===== src/chxy_pkg.sv =====
`timescale 1ns / 1ps
// Package for the compass heading block: transaction types, pipeline context and
// the sine/cosine comparison tables built at elaboration. Depends on nothing.
package chxy_pkg;

   localparam int ANGLE_FRAC_BITS = 16;
   localparam int WORK_BITS       = ANGLE_FRAC_BITS + 36;
   localparam int CMP_BITS        = 48;
   localparam int SERIES_TERMS    = 14;
   localparam int unsigned DEG_HALF = 180;
   localparam int unsigned DEG_FULL = 360;
   localparam logic [63:0] PI_Q60 = 64'h3243F6A8885A308D;

   localparam int NUM_DEG      = 90;
   localparam int SEARCH_STEPS = 7;
   localparam int IDX_W        = 7;
   localparam int MAG_W        = 16;
   localparam int PROD_W       = MAG_W + CMP_BITS;
   localparam int HEAD_W       = 9;

   localparam logic [IDX_W-1:0]  SEARCH_LAST = IDX_W'(NUM_DEG - 1);
   localparam logic [IDX_W-1:0]  FL_X_ZERO   = IDX_W'(90);
   localparam logic [IDX_W-1:0]  FL_DIAG     = IDX_W'(45);
   localparam logic [HEAD_W-1:0] HEAD_HALF   = HEAD_W'(DEG_HALF);
   localparam logic [HEAD_W-1:0] HEAD_FULL   = HEAD_W'(DEG_FULL);

   typedef struct packed {
      logic signed [15:0] x_value;
      logic signed [15:0] y_value;
   } req_type;

   typedef struct packed {
      logic [8:0] heading_deg;
      logic [1:0] digit_hundreds;
      logic [3:0] digit_tens;
      logic [3:0] digit_ones;
   } rsp_type;

   // How the floor angle within the quadrant is found.
   typedef enum logic [1:0] {
      CLS_ORIGIN,
      CLS_X_ZERO,
      CLS_DIAG,
      CLS_SEARCH
   } cls_type;

   typedef struct packed {
      logic [MAG_W-1:0] ax;
      logic [MAG_W-1:0] ay;
      logic             xneg;
      logic             yneg;
      cls_type          cls;
      logic             exact;
      logic [IDX_W-1:0] pos;
   } ctx_type;

   typedef struct packed {
      logic    valid;
      ctx_type ctx;
   } stage_type;

   typedef struct packed {
      logic    valid;
      rsp_type rsp;
   } fin_type;

   typedef logic [CMP_BITS-1:0] tab_type [NUM_DEG];

   function automatic logic [63:0] fx_mul(input logic [63:0] a, input logic [63:0] b);
      logic [127:0] p;
      p = {64'd0, a} * {64'd0, b};
      return p[WORK_BITS+63:WORK_BITS];
   endfunction

   // Term n of the series divides by (2n)(2n+1) for sine and (2n-1)(2n) for cosine.
   function automatic logic [63:0] series_div(input logic [63:0] v, input int n,
                                              input logic want_sin);
      logic [63:0] q;
      q = v;
      case (n)
         1:       q = want_sin ? v / 64'd6   : v / 64'd2;
         2:       q = want_sin ? v / 64'd20  : v / 64'd12;
         3:       q = want_sin ? v / 64'd42  : v / 64'd30;
         4:       q = want_sin ? v / 64'd72  : v / 64'd56;
         5:       q = want_sin ? v / 64'd110 : v / 64'd90;
         6:       q = want_sin ? v / 64'd156 : v / 64'd132;
         7:       q = want_sin ? v / 64'd210 : v / 64'd182;
         8:       q = want_sin ? v / 64'd272 : v / 64'd240;
         9:       q = want_sin ? v / 64'd342 : v / 64'd306;
         10:      q = want_sin ? v / 64'd420 : v / 64'd380;
         11:      q = want_sin ? v / 64'd506 : v / 64'd462;
         12:      q = want_sin ? v / 64'd600 : v / 64'd552;
         13:      q = want_sin ? v / 64'd702 : v / 64'd650;
         14:      q = want_sin ? v / 64'd812 : v / 64'd756;
         default: q = v;
      endcase
      return q;
   endfunction

   // Entry 0 is read only for an out-of-range candidate, whose test is forced to fail; it is left at zero.
   function automatic tab_type build_tab(input logic want_sin);
      tab_type     t;
      logic [63:0] piw;
      logic [63:0] one;
      logic [63:0] rad;
      logic [63:0] r2;
      logic [63:0] term;
      logic [63:0] sum;
      logic [63:0] tmp;
      int          d;
      int          n;
      piw  = PI_Q60 >> (60 - WORK_BITS);
      one  = 64'd1 << WORK_BITS;
      t[0] = '0;
      for (d = 1; d < NUM_DEG; d++) begin
         rad  = (piw / DEG_HALF) * 64'(d) + ((piw % DEG_HALF) * 64'(d)) / DEG_HALF;
         r2   = fx_mul(rad, rad);
         term = want_sin ? rad : one;
         sum  = term;
         for (n = 1; n <= SERIES_TERMS; n++) begin
            term = series_div(fx_mul(term, r2), n, want_sin);
            if (n[0]) begin
               sum = sum - term;
            end else begin
               sum = sum + term;
            end
         end
         tmp  = sum >> (WORK_BITS - CMP_BITS);
         t[d] = tmp[CMP_BITS-1:0];
      end
      return t;
   endfunction

   localparam tab_type SIN_TAB = build_tab(1'b1);
   localparam tab_type COS_TAB = build_tab(1'b0);

endpackage


===== src/chxy_finish.sv =====
`timescale 1ns / 1ps
// Folds the quadrant floor angle into a 0..359 heading and splits it into decimal
// digits over three register stages. Depends on chxy_pkg.
module chxy_finish (
   input  logic                clock,
   input  logic                reset,
   input  logic                enable,
   input  chxy_pkg::stage_type stage_in,
   output chxy_pkg::fin_type   fin_out
);

   localparam logic [7:0] TENS_RECIP = 8'd205;
   localparam int         TENS_SHIFT = 11;

   logic [chxy_pkg::IDX_W-1:0]  fl;
   logic [chxy_pkg::HEAD_W-1:0] fl9;
   logic [chxy_pkg::HEAD_W-1:0] back9;
   logic [chxy_pkg::HEAD_W-1:0] h_head_in;
   logic                        h_valid_ff;
   logic [chxy_pkg::HEAD_W-1:0] h_head_ff;

   logic [1:0]                  d_hund_in;
   logic [chxy_pkg::HEAD_W-1:0] d_base;
   logic [chxy_pkg::HEAD_W-1:0] d_diff;
   logic                        d_valid_ff;
   logic [chxy_pkg::HEAD_W-1:0] d_head_ff;
   logic [1:0]                  d_hund_ff;
   logic [6:0]                  d_rem_ff;

   logic [14:0]                 tens_prod;
   logic [3:0]                  tens;
   logic [6:0]                  ones_diff;
   logic                        o_valid_ff;
   chxy_pkg::rsp_type           o_rsp_ff;

   always_comb begin
      case (stage_in.ctx.cls)
         chxy_pkg::CLS_ORIGIN: fl = '0;
         chxy_pkg::CLS_X_ZERO: fl = chxy_pkg::FL_X_ZERO;
         chxy_pkg::CLS_DIAG:   fl = chxy_pkg::FL_DIAG;
         default:              fl = stage_in.ctx.pos;
      endcase
   end

   // Off the axes and diagonals the true angle lies strictly inside a degree,
   // so reflected quadrants step back one more degree.
   assign fl9   = {{(chxy_pkg::HEAD_W - chxy_pkg::IDX_W){1'b0}}, fl};
   assign back9 = {{(chxy_pkg::HEAD_W - 1){1'b0}}, ~stage_in.ctx.exact};

   always_comb begin
      if (!stage_in.ctx.xneg) begin
         h_head_in = stage_in.ctx.yneg ? (chxy_pkg::HEAD_FULL - fl9 - back9) : fl9;
      end else begin
         h_head_in = stage_in.ctx.yneg ? (chxy_pkg::HEAD_HALF + fl9)
                                       : (chxy_pkg::HEAD_HALF - fl9 - back9);
      end
   end

   always_comb begin
      if (h_head_ff >= 9'd300) begin
         d_hund_in = 2'd3;
         d_base    = 9'd300;
      end else if (h_head_ff >= 9'd200) begin
         d_hund_in = 2'd2;
         d_base    = 9'd200;
      end else if (h_head_ff >= 9'd100) begin
         d_hund_in = 2'd1;
         d_base    = 9'd100;
      end else begin
         d_hund_in = 2'd0;
         d_base    = 9'd0;
      end
      d_diff = h_head_ff - d_base;
   end

   // A remainder below 100 divides by ten through the reciprocal 205 / 2048.
   assign tens_prod = {8'd0, d_rem_ff} * {7'd0, TENS_RECIP};
   assign tens      = tens_prod[TENS_SHIFT+3:TENS_SHIFT];
   assign ones_diff = d_rem_ff - ({3'd0, tens} * 7'd10);

   always_ff @(posedge clock) begin
      if (reset) begin
         h_valid_ff <= 1'b0;
         d_valid_ff <= 1'b0;
         o_valid_ff <= 1'b0;
      end else if (enable) begin
         h_valid_ff <= stage_in.valid;
         d_valid_ff <= h_valid_ff;
         o_valid_ff <= d_valid_ff;
      end
   end

   always_ff @(posedge clock) begin
      if (enable) begin
         h_head_ff               <= h_head_in;
         d_head_ff               <= h_head_ff;
         d_hund_ff               <= d_hund_in;
         d_rem_ff                <= d_diff[6:0];
         o_rsp_ff.heading_deg    <= d_head_ff;
         o_rsp_ff.digit_hundreds <= d_hund_ff;
         o_rsp_ff.digit_tens     <= tens;
         o_rsp_ff.digit_ones     <= ones_diff[3:0];
      end
   end

   assign fin_out.valid = o_valid_ff;
   assign fin_out.rsp   = o_rsp_ff;

   a_rem_range: assert property (@(posedge clock) disable iff (reset)
      d_valid_ff |-> (d_rem_ff < 7'd100))
      else $error("hundreds split left a remainder above 99");

endmodule


===== config.mk =====
export PLATFORM = sky130hd
export DESIGN_NAME = chxy_finish
export DESIGN_NICKNAME = d
export VERILOG_FILES = /design/src/chxy_pkg.sv /design/src/chxy_finish.sv
export SDC_FILE = /design/constraint.sdc
export NUM_CORES = 1
export LEC_CHECK = 0
export ABC_AREA = 1
export ABC_CLOCK_PERIOD_IN_PS = 6950
export BUFFER_PORTS_ARGS = -buffer_cell sky130_fd_sc_hd__clkbuf_2
export CAP_MARGIN = 25
export CORE_MARGIN = 10
export CORE_UTILIZATION = 40
export DETAILED_ROUTE_END_ITERATION = 10
export PLACE_DENSITY = 0.67
export SLEW_MARGIN = 30
export SYNTH_ARGS = -nofsm -noshare
export SYNTH_HDL_FRONTEND = slang
export SYNTH_SLANG_ARGS = --single-unit

===== constraint.sdc =====
create_clock -name clock -period 6.95 [get_ports clock]
set_clock_uncertainty 0.15 [all_clocks]
set_input_delay 0.695 -clock clock [delete_from_list [all_inputs] [get_ports clock]]
set_output_delay 0.695 -clock clock [all_outputs]
set_load 0.05 [all_outputs]

==> impl_metrics.yaml <==
outcome:
  status: "finished clean"
critical_path:
  crit_arrival_ps: 4410
  slowest_delay_ps: 500
  crit_type: "flip-flop to flip-flop"
  crit_chain: "ha_1 -> fa_1 -> ha_1 -> inv_1 -> fa_1 -> inv_1 -> ha_1 -> a21oi_1 -> nor2_1 -> nor2_1 -> nand3_1 -> nand2_1 -> ha_1 -> inv_1 -> fa_1 -> xor2_1 -> inv_1 -> nand3_1 -> nand2_1 -> nand2_1 -> nand2_1"
  critPathMaxFanout: 4
  critPathCaptureType: "flip-flop"
  worstPathRequired_ps: 6860
  critPathSlowestCell: "fa_1"
  start_kind: "flip-flop"
  rrSetupSlack_ps: 2450
power_and_ir_drop:
  sw_frac_of_total_pct: 47.44
  switching_power_w: 0.0008166
  irDropWorstVdd_v: 0.0002230
  p_int_w: 0.0009047
  power.share.clock_pct: 9.2
  combPwrFrac_pct: 65.4
  p_leak_nw: 1.764
  p_per_area_nw_per_um2: 462.3
  power_w: 0.001721
  power_frac_seq_pct: 25.4
synthesis:
  async_reset_ff_share_pct: 0
  ys_top_cells_by_area: "edfxtp_1, ha_1, nand2_1"
  yosysMostFrequentCell: "nand2_1"
  yosysTopAreaCell: "edfxtp_1"
  syn_inst: 335
  ys_types: 38
  ys.flop_type: "edfxtp_1"
  syn-num-nets: 448
  ys_ff_latch: 46
  yosysTopAreaCellShare_pct: 38.49
  synth_area_um2: 3354
  yosysWarnings: 0
  synth.top_cells.by_count: "nand2_1, ha_1, inv_1"
  avgSynthCellArea_um2: 10.01
  synth_sequential_area_ratio_pct: 40.28
  synth-edff-count: 43
detailed_routing:
  drt_iter0_drc: 51
  drt_pre_antenna_iters: 4
  drc: 0
  drt-vias-per-instance: 4.777
  drt_wl_total_um: 5652
  postRouteAntennaNets: 0
  wl_per_cell_um: 11.78
  vias: 2293
clock_network:
  clockBufferDepth: 2
  clk_latency_ps: 290
  cts_setup_buffers: 0
  ctsHoldBuffers: 0
  cts_resized: 0
  cts_root_buf: "clkbuf_8"
  cts.sinks: 46
  clkTransAtPathRegs_ps: 80
  cts_inserted_buffers: 5
  cts_tree: "done"
  htree_levels: 2
sta:
  tightest_slew_ps: 569.0
  fin_crit_sh_pct: 64.77
  tns_ps: 0
  finalHoldWorstSlack_ps: 273.1
  min_period_ps: 4502
  grt_setup_unrepaired: "false"
  max_freq_mhz: 222.1
  hold_viol_final: 0
  slew_headroom_pct: 62.07
  setup_viol: 0
  drv_slew: 0
die:
  initial_core_util_pct: 41.03
  dieHeight_um: 111.6
  fp-row-count: 33
  die_w_um: 111.6
  ioPinCount: 68
  dieArea_um2: 12450
  core_um2: 8175
global_routing:
  grt_first_pass_wirelength_um: 9818
  antenna_found_initial: 0
  grt_start_max_net_pins: 48
  grt_overflow_total: 0
  grt_pass1_vias: 2240
  grtUsageTotal_pct: 9.068
placed_design:
  routabilityCongestion: 0.8476
  dpl.hpwl_um: 4653
  port_buffers: 35
layout:
  syn_to_final_growth_pct: 11.00
  fill_cells: 787
  drive_gt1_share_pct: 18.40
  insertedDiodeCount: 0
  nets: 487
  post-route-util_pct: 45.55
run:
  cap_violations: 0
min_path:
  hp-class: "flip-flop to flip-flop"
critical path, delay by kind of cell, from the launching register on:
family / cells / cell delay (ps)
simple gates: 8 / 690
flops: 1 / 470
buf+inv: 4 / 200
compound gates: 1 / 170
fa+ha+maj: 7 / 2370
xor+xnor: 1 / 220
state kept, by name (all words and copies together), names as in the netlist:
| name | flops |
|---|---|
| fin_out | 18 |
| d_head_ff | 9 |
| h_head_ff | 9 |
| d_rem_ff | 5 |
| d_hund_ff | 2 |
| d_valid_ff | 1 |
| h_valid_ff | 1 |
| o_valid_ff | 1 |
cell families (layout without fill, tap and decap cells):
kind of cell	Yosys count	after routing	synth area share, %
xor gates and xnor gates	11	11	3.096
and+or+nand+nor	104	104	13.69
AOI/OAI and AO/OA	46	46	8.840
DFF	46	46	40.28
buffers and inverters	63	103	7.609
adders and majority gates	65	65	26.48
placed cells by master, fill, tap and decap left out, drive strengths merged, types with 2 or more instances in the layout:
cell,count
nor2,21
o211ai,5
inv,59
xnor2,4
a21oi,20
nor3,2
ha,55
o21ai,14
dfxtp,3
fa,10
nand2,67
clkbuf,41
nand3,10
xor2,7
clkinv,2
edfxtp,43
final cells by class:
type                       count  area [um^2]  share of cell area, %
clock buffer                   6        72.57                  1.949
inverter                      59        224.0                  6.015
multi-input combinational    226         1748                  46.94
clock inverter                 2        13.76                 0.3696
tap                          105        131.4                  3.528
sequential                    46         1351                  36.29
timing repair buffer          36        182.7                  4.906
power groups by stage:
stage                     registers, W  logic [W]  clock network, W
after detailed placement      0.000445    0.00114                 0
after floorplan               0.000532   0.000821                 0
after global routing          0.000444    0.00133          0.000174
after global placement        0.000443    0.00111                 0
final                         0.000438    0.00113          0.000159
after CTS                     0.000439    0.00115          0.000164
through the flow:
stage / std cells / cell area [um^2] / setup WS (ps)
after CTS: 480 / 3724 / 2397
after global routing: 480 / 3724 / 2104
final: 480 / 3724 / 2448
after floorplan: 335 / 3354 / 2753
after detailed placement: 472 / 3637 / 2431
after global placement: 472 / 3637 / 2481
path summary, 6_finish.rpt:
kind,start,cells past startpoint,end
setup reg to reg,d_rem_ff[4]$_DFFE_PP_,21,fin_out[3]$_DFFE_PP_
hold reg to reg,h_head_ff[0]$_DFFE_PP_,0,d_head_ff[0]$_DFFE_PP_
hold / removal,h_head_ff[0]$_DFFE_PP_,0,d_head_ff[0]$_DFFE_PP_
setup / recovery,d_rem_ff[4]$_DFFE_PP_,21,fin_out[3]$_DFFE_PP_
per-layer routing:
metal	share of wire [%]	up-vias	global-route usage, %
met5	0	-	0
met4	1.1	0	2.913
met3	5.4	4	2.738
met2	47	45	15.04
met1	46	1053	10.99
li1	-	1191	-
(Power assumes the default switching activity.)
